[src/rtl/i64fmt_pkg.sv]
`timescale 1ns / 1ps
// Shared types and constants for the int64 decimal text formatter.
package i64fmt_pkg;

	localparam int VALUE_W    = 64;
	localparam int NUM_DIGITS = 19;  // 2^63 has 19 decimal digits
	localparam int DIGIT_W    = 4;
	localparam int BYTE_W     = 8;
	localparam int COL_W      = 8;

	localparam logic [BYTE_W-1:0] CHAR_ZERO  = 8'h30;
	localparam logic [BYTE_W-1:0] CHAR_MINUS = 8'h2D;
	localparam logic [BYTE_W-1:0] CHAR_COMMA = 8'h2C;
	localparam logic [BYTE_W-1:0] CHAR_LF    = 8'h0A;

	localparam logic [COL_W-1:0] COLS_RESET = 8'd5;

	// Control broadcast to every digit cell.
	typedef struct packed {
		logic clear;        // load zero at start of a conversion
		logic bit_shift;    // add-3 correction then shift in one binary bit
		logic digit_shift;  // take the digit of the lower neighbor
	} cell_ctrl_t;

endpackage

[src/rtl/i64fmt_cell.sv]
`timescale 1ns / 1ps
// One BCD digit cell: shift-and-add-3 step and digit hand-over to the neighbor.
module i64fmt_cell (
	input  logic                            clk,
	input  i64fmt_pkg::cell_ctrl_t          ctrl,
	input  logic                            bit_in,
	input  logic [i64fmt_pkg::DIGIT_W-1:0]  digit_in,
	output logic                            bit_out,
	output logic [i64fmt_pkg::DIGIT_W-1:0]  digit
);

	logic [i64fmt_pkg::DIGIT_W-1:0] digit_q;
	logic [i64fmt_pkg::DIGIT_W-1:0] adj;

	// Correct digits of five and above so the doubling carries into the next cell.
	assign adj     = (digit_q >= 4'd5) ? (digit_q + 4'd3) : digit_q;
	assign bit_out = adj[i64fmt_pkg::DIGIT_W-1];
	assign digit   = digit_q;

	always_ff @(posedge clk) begin
		if (ctrl.clear) begin
			digit_q <= '0;
		end else if (ctrl.bit_shift) begin
			digit_q <= {adj[i64fmt_pkg::DIGIT_W-2:0], bit_in};
		end else if (ctrl.digit_shift) begin
			digit_q <= digit_in;
		end
	end

endmodule

[src/rtl/i64fmt_chain.sv]
`timescale 1ns / 1ps
// Row of BCD digit cells; binary bits enter at the bottom, digits leave at the top.
module i64fmt_chain (
	input  logic                            clk,
	input  i64fmt_pkg::cell_ctrl_t          ctrl,
	input  logic                            bit_in,
	output logic [i64fmt_pkg::DIGIT_W-1:0]  top_digit
);

	localparam int N = i64fmt_pkg::NUM_DIGITS;

	logic [N:0]                            carry;
	logic [i64fmt_pkg::DIGIT_W-1:0]        digs [N];

	assign carry[0] = bit_in;

	for (genvar i = 0; i < N; i++) begin : g_cell
		logic [i64fmt_pkg::DIGIT_W-1:0] below;
		if (i == 0) begin : g_first
			assign below = '0;
		end else begin : g_rest
			assign below = digs[i-1];
		end
		i64fmt_cell u_cell (
			.clk      (clk),
			.ctrl     (ctrl),
			.bit_in   (carry[i]),
			.digit_in (below),
			.bit_out  (carry[i+1]),
			.digit    (digs[i])
		);
	end

	// The top cell never overflows for magnitudes up to 2^63; its carry is unused.
	assign top_digit = digs[N-1] | {i64fmt_pkg::DIGIT_W{carry[N] & 1'b0}};

endmodule

[src/rtl/int64_csv_decimal_formatter.sv]
`timescale 1ns / 1ps
// Top level: signed 64-bit integer to comma-separated decimal ASCII text.
//
// Input stream s_*: one word per value, s_tdata is the two's complement value.
// Output stream m_*: one ASCII byte per word; an optional '-', the digits with
// no leading zeros ('0' for zero), then ',' or a newline. m_tlast marks the
// separator. A newline replaces the comma on every columns_per_row-th value
// (a register of zero counts as one).
// Config: cfg_wr_en/cfg_wr_data write columns_per_row; write it only when idle.
// Sequence: an item is taken in the idle state, then the binary bits run
// through the digit cell row (one bit per cycle), then the skip state shifts
// out leading zero digits, then the output bytes are emitted. A new item is
// accepted only once the previous separator is loaded into the output register.
// A byte waits in the output register while m_tready is low; the sign, digit
// and separator states then hold the digit row and sequencer until the byte
// is taken. Conversion and skip do not stall on the output, and a waiting
// separator does not block the next accept.
// Reset (arst_n low) clears the column counter to zero, sets columns_per_row
// to 5, and drops any pending output word.
module int64_csv_decimal_formatter (
	input  logic        clk,
	input  logic        arst_n,
	input  logic        s_tvalid,
	output logic        s_tready,
	input  logic [63:0] s_tdata,    // [63:0] value
	output logic        m_tvalid,
	input  logic        m_tready,
	output logic [7:0]  m_tdata,    // [7:0] text_byte
	output logic        m_tlast,    // last_byte
	input  logic        cfg_wr_en,
	input  logic [7:0]  cfg_wr_data // columns_per_row
);

	localparam int VW    = i64fmt_pkg::VALUE_W;
	localparam int BCW   = $clog2(VW);
	localparam int DCW   = $clog2(i64fmt_pkg::NUM_DIGITS + 1);
	localparam int CW    = i64fmt_pkg::COL_W;
	localparam logic [BCW-1:0] BIT_LAST   = BCW'(VW - 1);
	localparam logic [DCW-1:0] DIG_START  = DCW'(i64fmt_pkg::NUM_DIGITS);
	localparam logic [DCW-1:0] DIG_ONE    = DCW'(1);

	typedef enum logic [2:0] {
		ST_IDLE,
		ST_CONV,
		ST_SKIP,
		ST_SIGN,
		ST_DIGITS,
		ST_SEP
	} state_t;

	state_t                              state_q;
	logic [VW-1:0]                       mag_q;
	logic                                neg_q;
	logic [BCW-1:0]                      bit_cnt_q;
	logic [DCW-1:0]                      dig_left_q;
	logic [CW-1:0]                       cols_q;
	logic [CW-1:0]                       col_pos_q;
	logic                                m_tvalid_q;
	logic [i64fmt_pkg::BYTE_W-1:0]       m_tdata_q;
	logic                                m_tlast_q;

	i64fmt_pkg::cell_ctrl_t              ctrl;
	logic [i64fmt_pkg::DIGIT_W-1:0]      top_digit;
	logic                                accept;
	logic                                out_free;
	logic                                emit;
	logic                                top_zero;
	logic [CW-1:0]                       cols_eff;
	logic [CW:0]                         col_next;

	assign s_tready = (state_q == ST_IDLE);
	assign accept   = s_tvalid && s_tready;
	assign out_free = !m_tvalid_q || m_tready;
	assign emit     = out_free && ((state_q == ST_SIGN) || (state_q == ST_DIGITS)
	                               || (state_q == ST_SEP));
	assign top_zero = (top_digit == '0);
	assign cols_eff = (cols_q == '0) ? CW'(1) : cols_q;
	assign col_next = {1'b0, col_pos_q} + (CW+1)'(1);

	always_comb begin
		ctrl.clear       = accept;
		ctrl.bit_shift   = (state_q == ST_CONV);
		ctrl.digit_shift = ((state_q == ST_SKIP) && top_zero && (dig_left_q > DIG_ONE))
		                || ((state_q == ST_DIGITS) && out_free);
	end

	i64fmt_chain u_chain (
		.clk       (clk),
		.ctrl      (ctrl),
		.bit_in    (mag_q[VW-1]),
		.top_digit (top_digit)
	);

	always_ff @(posedge clk or negedge arst_n) begin
		if (!arst_n) begin
			cols_q <= i64fmt_pkg::COLS_RESET;
		end else if (cfg_wr_en) begin
			cols_q <= cfg_wr_data;
		end
	end

	// Payload registers: magnitude shifter.
	always_ff @(posedge clk) begin
		if (accept) begin
			mag_q <= s_tdata[VW-1] ? (VW'(0) - s_tdata) : s_tdata;
			neg_q <= s_tdata[VW-1];
		end else if (state_q == ST_CONV) begin
			mag_q <= {mag_q[VW-2:0], 1'b0};
		end
	end

	always_ff @(posedge clk or negedge arst_n) begin
		if (!arst_n) begin
			state_q    <= ST_IDLE;
			bit_cnt_q  <= '0;
			dig_left_q <= '0;
			col_pos_q  <= '0;
			m_tvalid_q <= 1'b0;
			m_tdata_q  <= '0;
			m_tlast_q  <= 1'b0;
		end else begin
			// load a new word from an emitting state, else drop the held one once taken
			if (emit) begin
				m_tvalid_q <= 1'b1;
			end else if (m_tready) begin
				m_tvalid_q <= 1'b0;
			end
			case (state_q)
				ST_IDLE: begin
					if (accept) begin
						bit_cnt_q <= '0;
						state_q   <= ST_CONV;
					end
				end
				ST_CONV: begin
					bit_cnt_q <= bit_cnt_q + BCW'(1);
					if (bit_cnt_q == BIT_LAST) begin
						dig_left_q <= DIG_START;
						state_q    <= ST_SKIP;
					end
				end
				ST_SKIP: begin
					if (top_zero && (dig_left_q > DIG_ONE)) begin
						dig_left_q <= dig_left_q - DCW'(1);
					end else begin
						state_q <= neg_q ? ST_SIGN : ST_DIGITS;
					end
				end
				ST_SIGN: begin
					if (out_free) begin
						m_tdata_q  <= i64fmt_pkg::CHAR_MINUS;
						m_tlast_q  <= 1'b0;
						state_q    <= ST_DIGITS;
					end
				end
				ST_DIGITS: begin
					if (out_free) begin
						m_tdata_q  <= i64fmt_pkg::CHAR_ZERO
						            + {{(i64fmt_pkg::BYTE_W-i64fmt_pkg::DIGIT_W){1'b0}},
						               top_digit};
						m_tlast_q  <= 1'b0;
						dig_left_q <= dig_left_q - DCW'(1);
						if (dig_left_q == DIG_ONE) begin
							state_q <= ST_SEP;
						end
					end
				end
				ST_SEP: begin
					if (out_free) begin
						m_tlast_q  <= 1'b1;
						if (col_next >= {1'b0, cols_eff}) begin
							m_tdata_q <= i64fmt_pkg::CHAR_LF;
							col_pos_q <= '0;
						end else begin
							m_tdata_q <= i64fmt_pkg::CHAR_COMMA;
							col_pos_q <= col_next[CW-1:0];
						end
						state_q <= ST_IDLE;
					end
				end
				default: begin
					state_q <= ST_IDLE;
				end
			endcase
		end
	end

	assign m_tvalid = m_tvalid_q;
	assign m_tdata  = m_tdata_q;
	assign m_tlast  = m_tlast_q;

	a_accept_starts_conv: assert property (@(posedge clk) disable iff (!arst_n)
		accept |=> (state_q == ST_CONV) && (bit_cnt_q == '0))
		else $error("accepted word did not start conversion");

	a_sep_on_last: assert property (@(posedge clk) disable iff (!arst_n)
		m_tvalid && m_tlast |-> (m_tdata == i64fmt_pkg::CHAR_COMMA)
		                     || (m_tdata == i64fmt_pkg::CHAR_LF))
		else $error("last word is not a separator");

	a_no_sep_mid_value: assert property (@(posedge clk) disable iff (!arst_n)
		m_tvalid && !m_tlast |-> (m_tdata != i64fmt_pkg::CHAR_COMMA)
		                      && (m_tdata != i64fmt_pkg::CHAR_LF))
		else $error("separator inside value text");

	a_digits_left: assert property (@(posedge clk) disable iff (!arst_n)
		(state_q == ST_DIGITS) |-> (dig_left_q != '0))
		else $error("digit count ran out");

	a_stall_holds: assert property (@(posedge clk) disable iff (!arst_n)
		m_tvalid && !m_tready && (state_q == ST_DIGITS) |=> $stable(dig_left_q))
		else $error("digit emitted while output stalled");

endmodule

[config.mk]
export PLATFORM = sky130hd
export DESIGN_NAME = int64_csv_decimal_formatter
export DESIGN_NICKNAME = d
export VERILOG_FILES = /design/src/rtl/i64fmt_pkg.sv /design/src/rtl/i64fmt_cell.sv /design/src/rtl/i64fmt_chain.sv /design/src/rtl/int64_csv_decimal_formatter.sv
export SDC_FILE = /design/constraint.sdc
export NUM_CORES = 1
export LEC_CHECK = 0
export BUFFER_PORTS_ARGS = -buffer_cell sky130_fd_sc_hd__buf_2
export CORE_MARGIN = 5
export CORE_UTILIZATION = 53
export DETAILED_ROUTE_END_ITERATION = 10
export GPL_TIMING_DRIVEN = 0
export PLACE_DENSITY = 0.72
export RECOVER_POWER = 25
export REMOVE_ABC_BUFFERS = 1
export SYNTH_ARGS = -nofsm -noshare
export SYNTH_HDL_FRONTEND = slang
export SYNTH_SLANG_ARGS = --single-unit
[constraint.sdc]
create_clock -name clk -period 9.7 [get_ports clk]
set_input_delay 1.455 -clock clk [delete_from_list [all_inputs] [get_ports clk]]
set_output_delay 1.455 -clock clk [all_outputs]
set_load 0.01 [all_outputs]
**Word-level counts from Yosys, hierarchy flattened**

Cells that the tools add are included.

- Eq/ne operators: 16
- Order comparisons: 21
- $add $sub $neg: 24
- Reduce and logical (&&, ||, !) cells: 28
- Multiplexer cells: 87

Operator list:

| operator | count |
|---|---|
| $mux W4 | 56 |
| $mux W64 | 3 |
| $ge A4 B3 Y1 const B | 19 |
| $add A4 B2 Y4 const B | 18 |
| $sub A1 B64 Y64 const A | 1 |
| $mux W8 | 5 |
| $mux W3 | 9 |
| $pmux W8 S3 | 1 |
| $pmux W3 S6 | 1 |
| $mux W5 | 3 |
| $pmux W5 S3 | 1 |
| $mux W6 | 2 |
| $pmux W6 S2 | 1 |
| $ne A2 B1 Y1 const B | 5 |
| $reduce_bool A2 Y1 | 5 |
| $add A8 B1 Y9 const B | 1 |
| $ge A9 B8 Y1 | 1 |
| $logic_not A8 Y1 | 1 |
| $ne A2 B2 Y1 const B | 4 |
| $reduce_and A4 Y1 | 2 |
| $add A6 B4 Y7 const A | 1 |
| $reduce_and A7 Y1 | 1 |
| $add A6 B1 Y6 const B | 1 |
| $eq A3 B2 Y1 const B | 2 |
| 18 further kinds | 32 |

- Output and inout port bits: 11
- Word-level logic and storage cells: 205
- Register bits after elaboration: 181

**Longest topological paths before layout**

Gate-level depths: netlist (run 1).

- Depth after elaboration: 6
- Gate-level depth with buffers: 11
- Depth with buffers taken out: 10

**Cells and area by module**

From an unflattened synthesis (run 1), not the netlist that was laid out.

- Cell total of the unflattened synthesis: 1325
- Area, all modules: 11517.3 sq um

By module, submodules not included:

| module | area each (sq um) | sequential area each (sq um) | times used | cells an instance |
|---|---|---|---|---|
| int64_csv_decimal_formatter | 6188.4 | 2905.3 | 1 | 659 |
| i64fmt_cell | 280.3 | 80.1 | 19 | 35 |
| i64fmt_chain | 3.8 | 0.0 | 1 | 1 |

**Least setup slack after synthesis (run 1)**

Ideal clock, no wire load.

- Kind: input to register
- Start: input port s_tvalid
- End: register mag_q[0] (enable)
- Stages on the path: 6
- Arrival time: 3.425 ns
- Buffers on the path: 1
- Path slack: 5.857 ns
- Required time: 9.282 ns
- Cells stage by stage: nand2b_1 or3_1 clkbuf_1 inv_1 nor2_1 inv_1

- Longest elaborated chain between the ends: 2

Ends and longest elaborated chain:

| item | line | RTL |
|---|---|---|
| from (decl) | int64_csv_decimal_formatter.sv:23 | `input logic s_tvalid,` |
| $logic_and A1 B1 Y1 | int64_csv_decimal_formatter.sv:72 | `assign accept = s_tvalid && s_tready;` |
| $reduce_bool A2 Y1 (no source line) | -- |  |
| to (signal assigned) | int64_csv_decimal_formatter.sv:105 | `mag_q <= s_tdata[VW-1] ? (VW'(0) - s_tdata) : s_tdata;` |
| to (signal assigned) | int64_csv_decimal_formatter.sv:108 | `mag_q <= {mag_q[VW-2:0], 1'b0};` |
| to (decl) | int64_csv_decimal_formatter.sv:52 | `logic [VW-1:0] mag_q;` |

No other way between the ends.
A chain may end at the register's enable or synchronous reset.

**Worst setup path in the final report (run 1)**

Same ends and word-level chain as after synthesis.

==> flow_summary.yaml, run 1 <==
die:
  die_h_um: 155
  initial_core_util: 0.533
  core_sq_mm: 0.0208
  rows: 53
  dieArea_sq_mm: 0.0239
  dieWidth_um: 155
  pin_count: 88
clocking:
  cts.htree.levels: 4
  cts_hold_buffers: 0
  clkTransAtPathRegs_ps: 70
  cts_tree: "done"
  cts_sinks: 179
  cts_resized: 0
  cts_buffer_depth: 2
  clk_latency_ps: 430
  clockRootBuffer: "clkbuf_16"
  cts_buffers: 17
  post_cts_buffers: 0
critical_path:
  crit_arrival_ps: 4340
  critical_path_class: "in2reg"
  critPathBufInv: 5
  slowest_delay_ps: 700
  critPathTopFamily: "buffers and inverters"
  slowest_stage: "inv_2"
  crit_required_ps: 9840
  cp-start-kind: "primary input"
  timing.critical_path.cells: "buf_2 -> nand2b_1 -> or3_4 -> buf_16 -> inv_4 -> nor2_1 -> inv_2 -> buf_12"
  cp-end-kind: "flip-flop"
  crit_fanout: 106
cells_and_area:
  area_growth_pct: 11.0
  layoutNonFillerInstCount: 1593
  fin_util: 0.591
  fin_nets: 1434
  n_antenna_cell: 0
  drive_above_1_share: 0.105
synthesis:
  ys_warn_count: 0
  synth_seq_cells: 179
  synth-seq-area-share: 0.399
  synth.distinct_cells: 58
  postSynth.asyncResetShare: 0.212
  synth-edff-count: 65
  postSynthCellCount: 1266
  synth.cell_area_sq_mm: 0.0111
  synth_ff_type: "dfxtp_1"
  syn_area_per_cell_sq_um: 8.76
grt:
  grt-ovfl-total: 0
  grt_max_degree: 107
  grt_pass1_vias: 8886
  grt_usage: 0.205
  antenna_found_initial: 1
  grt_pass1_wl_mm: 41.9
sta:
  tns_ps: 0
  timing.final.ws_setup_ps: 5500
  tightest_slew_ps: 2720
  hold_violations: 0
  min_period_ps: 4200
  rsz0062_at_grt: "false"
  fin_crit_sh: 0.433
  setup_viol: 0
  drv_slew: 150
  finClkSkew_ps: 9.09
  clock.fmax_ghz: 0.238
  slew_headroom: -0.815
route:
  drt_wl_total_mm: 24.3
  vias: 9452
  vias_per_cell: 5.93
  ant_nets: 0
  drtIter0Drc: 727
  wl_per_cell_um: 15.2
  drt_pass1_iterations: 5
  drc: 0
power:
  combPwrFrac: 0.420
  p_leak_nw: 4.85
  p_int_w: 0.00221
  swShare: 0.396
  p_clk_frac: 0.182
  powerDensity_mw_per_mm2: 298
  irDropWorstVdd_mv: 0.150
  fin_total_pwr_w: 0.00367
  power_switching_w: 0.00145
  sequentialPowerShare: 0.399
outcome:
  failed_checks: "capacitance limit, slew limit"
  outcome: "finished with violations"
worst_hold_path:
  hp-class: "reg2reg"
placement:
  port_buffers: 85
  gp_congestion: 0.804
  dpl_worst_slack_ps: 5000
  dp.cells: 1561
  dp_hpwl_mm: 16.3
job:
  drv_cap: 3
[Yosys cell counts, types with 23 or more instances]
| cell type | count | share of area |
|---|---|---|
| a211oi_1 | 89 | 0.060 |
| a21oi_1 | 73 | 0.033 |
| clkbuf_1 | 62 | 0.021 |
| dfrtp_1 | 36 | 0.081 |
| dfxtp_1 | 76 | 0.14 |
| edfxtp_1 | 65 | 0.18 |
| ha_1 | 52 | 0.059 |
| inv_1 | 60 | 0.020 |
| nand2_1 | 114 | 0.039 |
| nand2b_1 | 47 | 0.027 |
| nor2_1 | 82 | 0.028 |
| nor3_1 | 55 | 0.025 |
| o21ai_0 | 153 | 0.069 |
| xnor2_1 | 23 | 0.018 |
| xor2_1 | 63 | 0.050 |
[per-stage QoR]
stage          instance area, sq um  hold slack, ps
2_1_floorplan                 10800             450
3_3_place_gp                  11600             463
3_5_place_dp                  11800             484
4_1_cts                       12300             498
5_1_grt                       12300             532
6_report                      12300             502
[worst register-to-register path, cell delays in order, from the launching register on]
cell and delay [ps]:
dfrtp_1 570, nand2b_1 290, or2_0 1880, buf_16 330
nor3_1 170, a211oi_1 310, a211oi_1 90
[worst paths after layout]
check	startpoint	endpoint	slack [ps]	cells after the start
worst max-delay path	s_tvalid	mag_q[0]$_SDFFCE_PN0P_	5500	8
worst min-delay path	mag_q[63]$_DFFE_PP_	u_chain.g_cell[0].u_cell.digit[0]$_SDFFE_PP0P_	500	2
worst max register to register	state_q[1]$_DFFE_PN0P_	u_chain.g_cell[3].u_cell.digit[0]$_SDFFE_PP0P_	5900	6
worst min register to register	mag_q[63]$_DFFE_PP_	u_chain.g_cell[0].u_cell.digit[0]$_SDFFE_PP0P_	500	2
max in group asynchronous	arst_n	dig_left_q[0]$_DFFE_PN0P_	6950	1
min in group asynchronous	arst_n	cols_q[6]$_DFFE_PN0P_	1590	1
[power by group through the flow]
stage	sequential [W]	clock (W)	combinational, W
2_1_floorplan	0.00140	0	0.00119
3_3_place_gp	0.00147	0	0.00146
3_5_place_dp	0.00147	0	0.00154
4_1_cts	0.00146	0.000678	0.00155
5_1_grt	0.00151	0.000714	0.00178
6_report	0.00146	0.000667	0.00154
[area by class of cell]
type / count / area [sq um]
well taps: 275 / 344
repair buffers: 91 / 562
inverters: 60 / 228
fillers: 1857 / 8520
clock buffers: 17 / 425
flip-flops and latches: 179 / 4430
clock inverters: 15 / 138
multi-input cells: 956 / 6180
[cells by family after synthesis]
group,synth area share
adders and majority gates,0.0587
AOI/OAI and AO/OA,0.243
muxes,0.0192
buffers and inverters,0.0460
xor gates and xnor gates,0.0679
DFF,0.399
other,0.000338
and+or+nand+nor,0.166
[state kept, by name, indices dropped and copies added, names as in the netlist, 3 cells and up]
name / cells
m_tdata: 6
dig_left_q: 5
state_q: 3
u_chain.g_cell.u_cell.digit: 76
bit_cnt_q: 6
mag_q: 64
cols_q: 8
col_pos_q: 8
[per-layer routing]
layer / up-vias / GRT usage / share of wire / wire (um)
met5: - / 0 / 0.00029 / 7
met2: 156 / 0.337 / 0.47 / 11500
li1: 4746 / - / - / -
met3: 20 / 0.0395 / 0.042 / 1020
met4: 2 / 0.0479 / 0.010 / 252
met1: 4528 / 0.282 / 0.47 / 11500
[cells in the final DEF (no fill, tap or decap), drive strengths merged, types with 3 or more instances in the layout]
| cell type | n |
|---|---|
| a211oi | 89 |
| a21o | 4 |
| a21oi | 73 |
| a2bb2oi | 18 |
| a32oi | 18 |
| and3 | 4 |
| buf | 80 |
| clkbuf | 28 |
| clkinv | 3 |
| dfrtp | 36 |
| dfxtp | 76 |
| edfxtp | 65 |
| ha | 52 |
| inv | 70 |
| mux2i | 19 |
| nand2 | 114 |
| nand2b | 47 |
| nand3 | 16 |
| nand4 | 10 |
| nor2 | 82 |
| nor2b | 3 |
| nor3 | 55 |
| nor4 | 13 |
| o211ai | 6 |
| o21ai | 154 |
| o31ai | 19 |
| o41ai | 20 |
| or2 | 6 |
| or3 | 10 |
| or4 | 12 |
| xnor2 | 23 |
| xor2 | 63 |
No activity file was read; power rests on OpenSTA's default activity.
==> inputs of run 2 (changes only) <==
PLACE_DENSITY = 0.75   (was 0.72)
clock period = 3.5 ns   (was 9.7 ns; I/O delays follow)
==> flow_summary.yaml, run 2 (synthesized netlist as in run 1, its figures left out) <==
sta:
  setup_viol: 0
  tightest_slew_ps: 2050
  min_period_ps: 3150
  tns_ps: 0
  clock.fmax_ghz: 0.317
  fin_crit_sh: 0.901
  finClkSkew_ps: 11.8
  rsz0062_at_grt: "false"
  worst_hold_slack_ps: 303
  timing.final.ws_setup_ps: 348
  drv_slew: 39
  slew_headroom: -0.364
  hold_violations: 0
clocking:
  cts_tree: "done"
  cts.htree.levels: 4
  cts_sinks: 179
  clockRootBuffer: "clkbuf_16"
  clk_latency_ps: 430
  cts_buffers: 17
  cts_hold_buffers: 0
  clkTransAtPathRegs_ps: 70
  cts_buffer_depth: 2
  post_cts_buffers: 0
placement:
  dpl_worst_slack_ps: -190
  dp_hpwl_mm: 16.3
  dp.cells: 1561
  gp_congestion: 0.790
  port_buffers: 85
job:
  drv_cap: 1
die:
  pin_count: 88
  dieWidth_um: 155
  dieArea_sq_mm: 0.0239
  rows: 53
  die_h_um: 155
  initial_core_util: 0.533
  core_sq_mm: 0.0208
cells_and_area:
  fill_cells: 1837
  fin_nets: 1434
  final_cell_mix: "o21ai_0, nand2_1, a211oi_1"
  largest_register_ffs: 76
  layoutNonFillerInstCount: 1595
  drive_above_1_share: 0.103
  area_growth_pct: 11.5
  layout_commonest_cell: "o21ai_0"
grt:
  grt_max_degree: 108
  grt_pass1_wl_mm: 42.0
  grt-ovfl-total: 0
  grt_usage: 0.205
  grt_pass1_vias: 9042
  antenna_found_initial: 3
critical_path:
  critical_path_class: "reg2reg"
  crit_fanout: 107
  slowest_stage: "dfrtp_1"
  crit_arrival_ps: 3280
  cp-end-kind: "flip-flop"
  slowest_delay_ps: 520
  cp-start-kind: "flip-flop"
  crit_required_ps: 3630
  reg2reg_from: "state_q[2]$_DFFE_PN0P_"
  critPathBufInv: 4
  startpoint: "state_q[2]$_DFFE_PN0P_"
  reg2reg_depth: 7
  critPathTopFamily: "buffers and inverters"
  r2r_end: "mag_q[21]$_DFFE_PP_"
  rrSetupSlack_ps: 350
  timing.critical_path.cells: "nand2b_1 -> or3_4 -> buf_16 -> inv_8 -> nor2_1 -> inv_4 -> buf_12"
outcome:
  outcome: "finished with violations"
  failed_checks: "capacitance limit, slew limit"
route:
  drtIter0Drc: 767
  drt_wl_total_mm: 24.4
  vias_per_cell: 5.90
  drc: 0
  vias: 9405
  drt_pass1_iterations: 7
  ant_nets: 0
  wl_per_cell_um: 15.3
worst_hold_path:
  hold_end: "cols_q[7]$_DFFE_PN0P_"
  hp-start: "cfg_wr_data[7]"
  holdPathStages: 3
  hp-class: "in2reg"
power:
  powerDensity_mw_per_mm2: 833
  p_leak_nw: 4.86
  irDropWorstVdd_mv: 0.421
==> run 2: changes by cell type in the layout (fill, tap and decap cells not counted), sizes merged <==
cell,change
diode,+2
clkinvlp,+2
clkinv,+1
inv,-6
bufinv,+3
==> run 2: metrics by stage <==
step / util / instance area (sq um) / total power [W]
2_1_floorplan: - / 10800 / 0.00719
3_3_place_gp: 0.556 / 11600 / 0.00808
3_5_place_dp: 0.565 / 11800 / 0.00834
4_1_cts: 0.594 / 12400 / 0.0104
5_1_grt: 0.594 / 12400 / 0.0112
6_report: 0.594 / 12400 / 0.0103
==> run 2: metal layers <==
| metal | up-vias | GRT usage | share of wire |
|---|---|---|---|
| li1 | 4733 | - | - |
| met1 | 4457 | 0.261 | 0.45 |
| met2 | 187 | 0.354 | 0.49 |
| met3 | 26 | 0.0442 | 0.046 |
| met4 | 2 | 0.0572 | 0.013 |
| met5 | - | 0 | 0.00029 |
==> run 2: layout make-up <==
type,instances,area [sq um],share of cell area
inverters,60,235,0.0190
flip-flops and latches,179,4430,0.358
clock inverters,15,178,0.0144
diodes,2,5.00,0.000405
multi-input cells,956,6180,0.500
well taps,275,344,0.0278
repair buffers,91,562,0.0455
clock buffers,17,425,0.0344
==> run 2: timing repair <==
| item | in CTS | in global routing |
|---|---|---|
| gates resized for setup | 1 | 3 |
| endpoints found under the setup margin | 39 | 39 |
| pin swaps | 0 | 0 |
==> run 2: report_power, final <==
group	total, W	leakage [nW]	switching (W)	internal, W
clock network	0.00198	0.282	0.000851	0.00113
logic	0.00426	2.79	0.00236	0.00190
registers	0.00405	1.79	0.000759	0.00329
==> run 2: worst max-delay path by stage <==
| stage | end | slack, ps | depth (start not counted) |
|---|---|---|---|
| 4_1_cts | mag_q[47]$_DFFE_PP_ | 10 | 7 |
| 6_report | mag_q[21]$_DFFE_PP_ | 350 | 7 |
| 5_1_grt | mag_q[47]$_DFFE_PP_ | 150 | 7 |
| 2_1_floorplan | mag_q[0]$_SDFFCE_PN0P_ | -2350 | 5 |
| 3_5_place_dp | mag_q[13]$_DFFE_PP_ | -190 | 7 |
| 3_3_place_gp | mag_q[13]$_DFFE_PP_ | -5510 | 6 |
==> run 2: worst min-delay path, delay by kind of cell <==
| family | cells | cell delay (ps) |
|---|---|---|
| buffers and inverters | 1 | 80 |
| AOI/OAI and AO/OA | 1 | 60 |
| and+or+nand+nor | 1 | 40 |
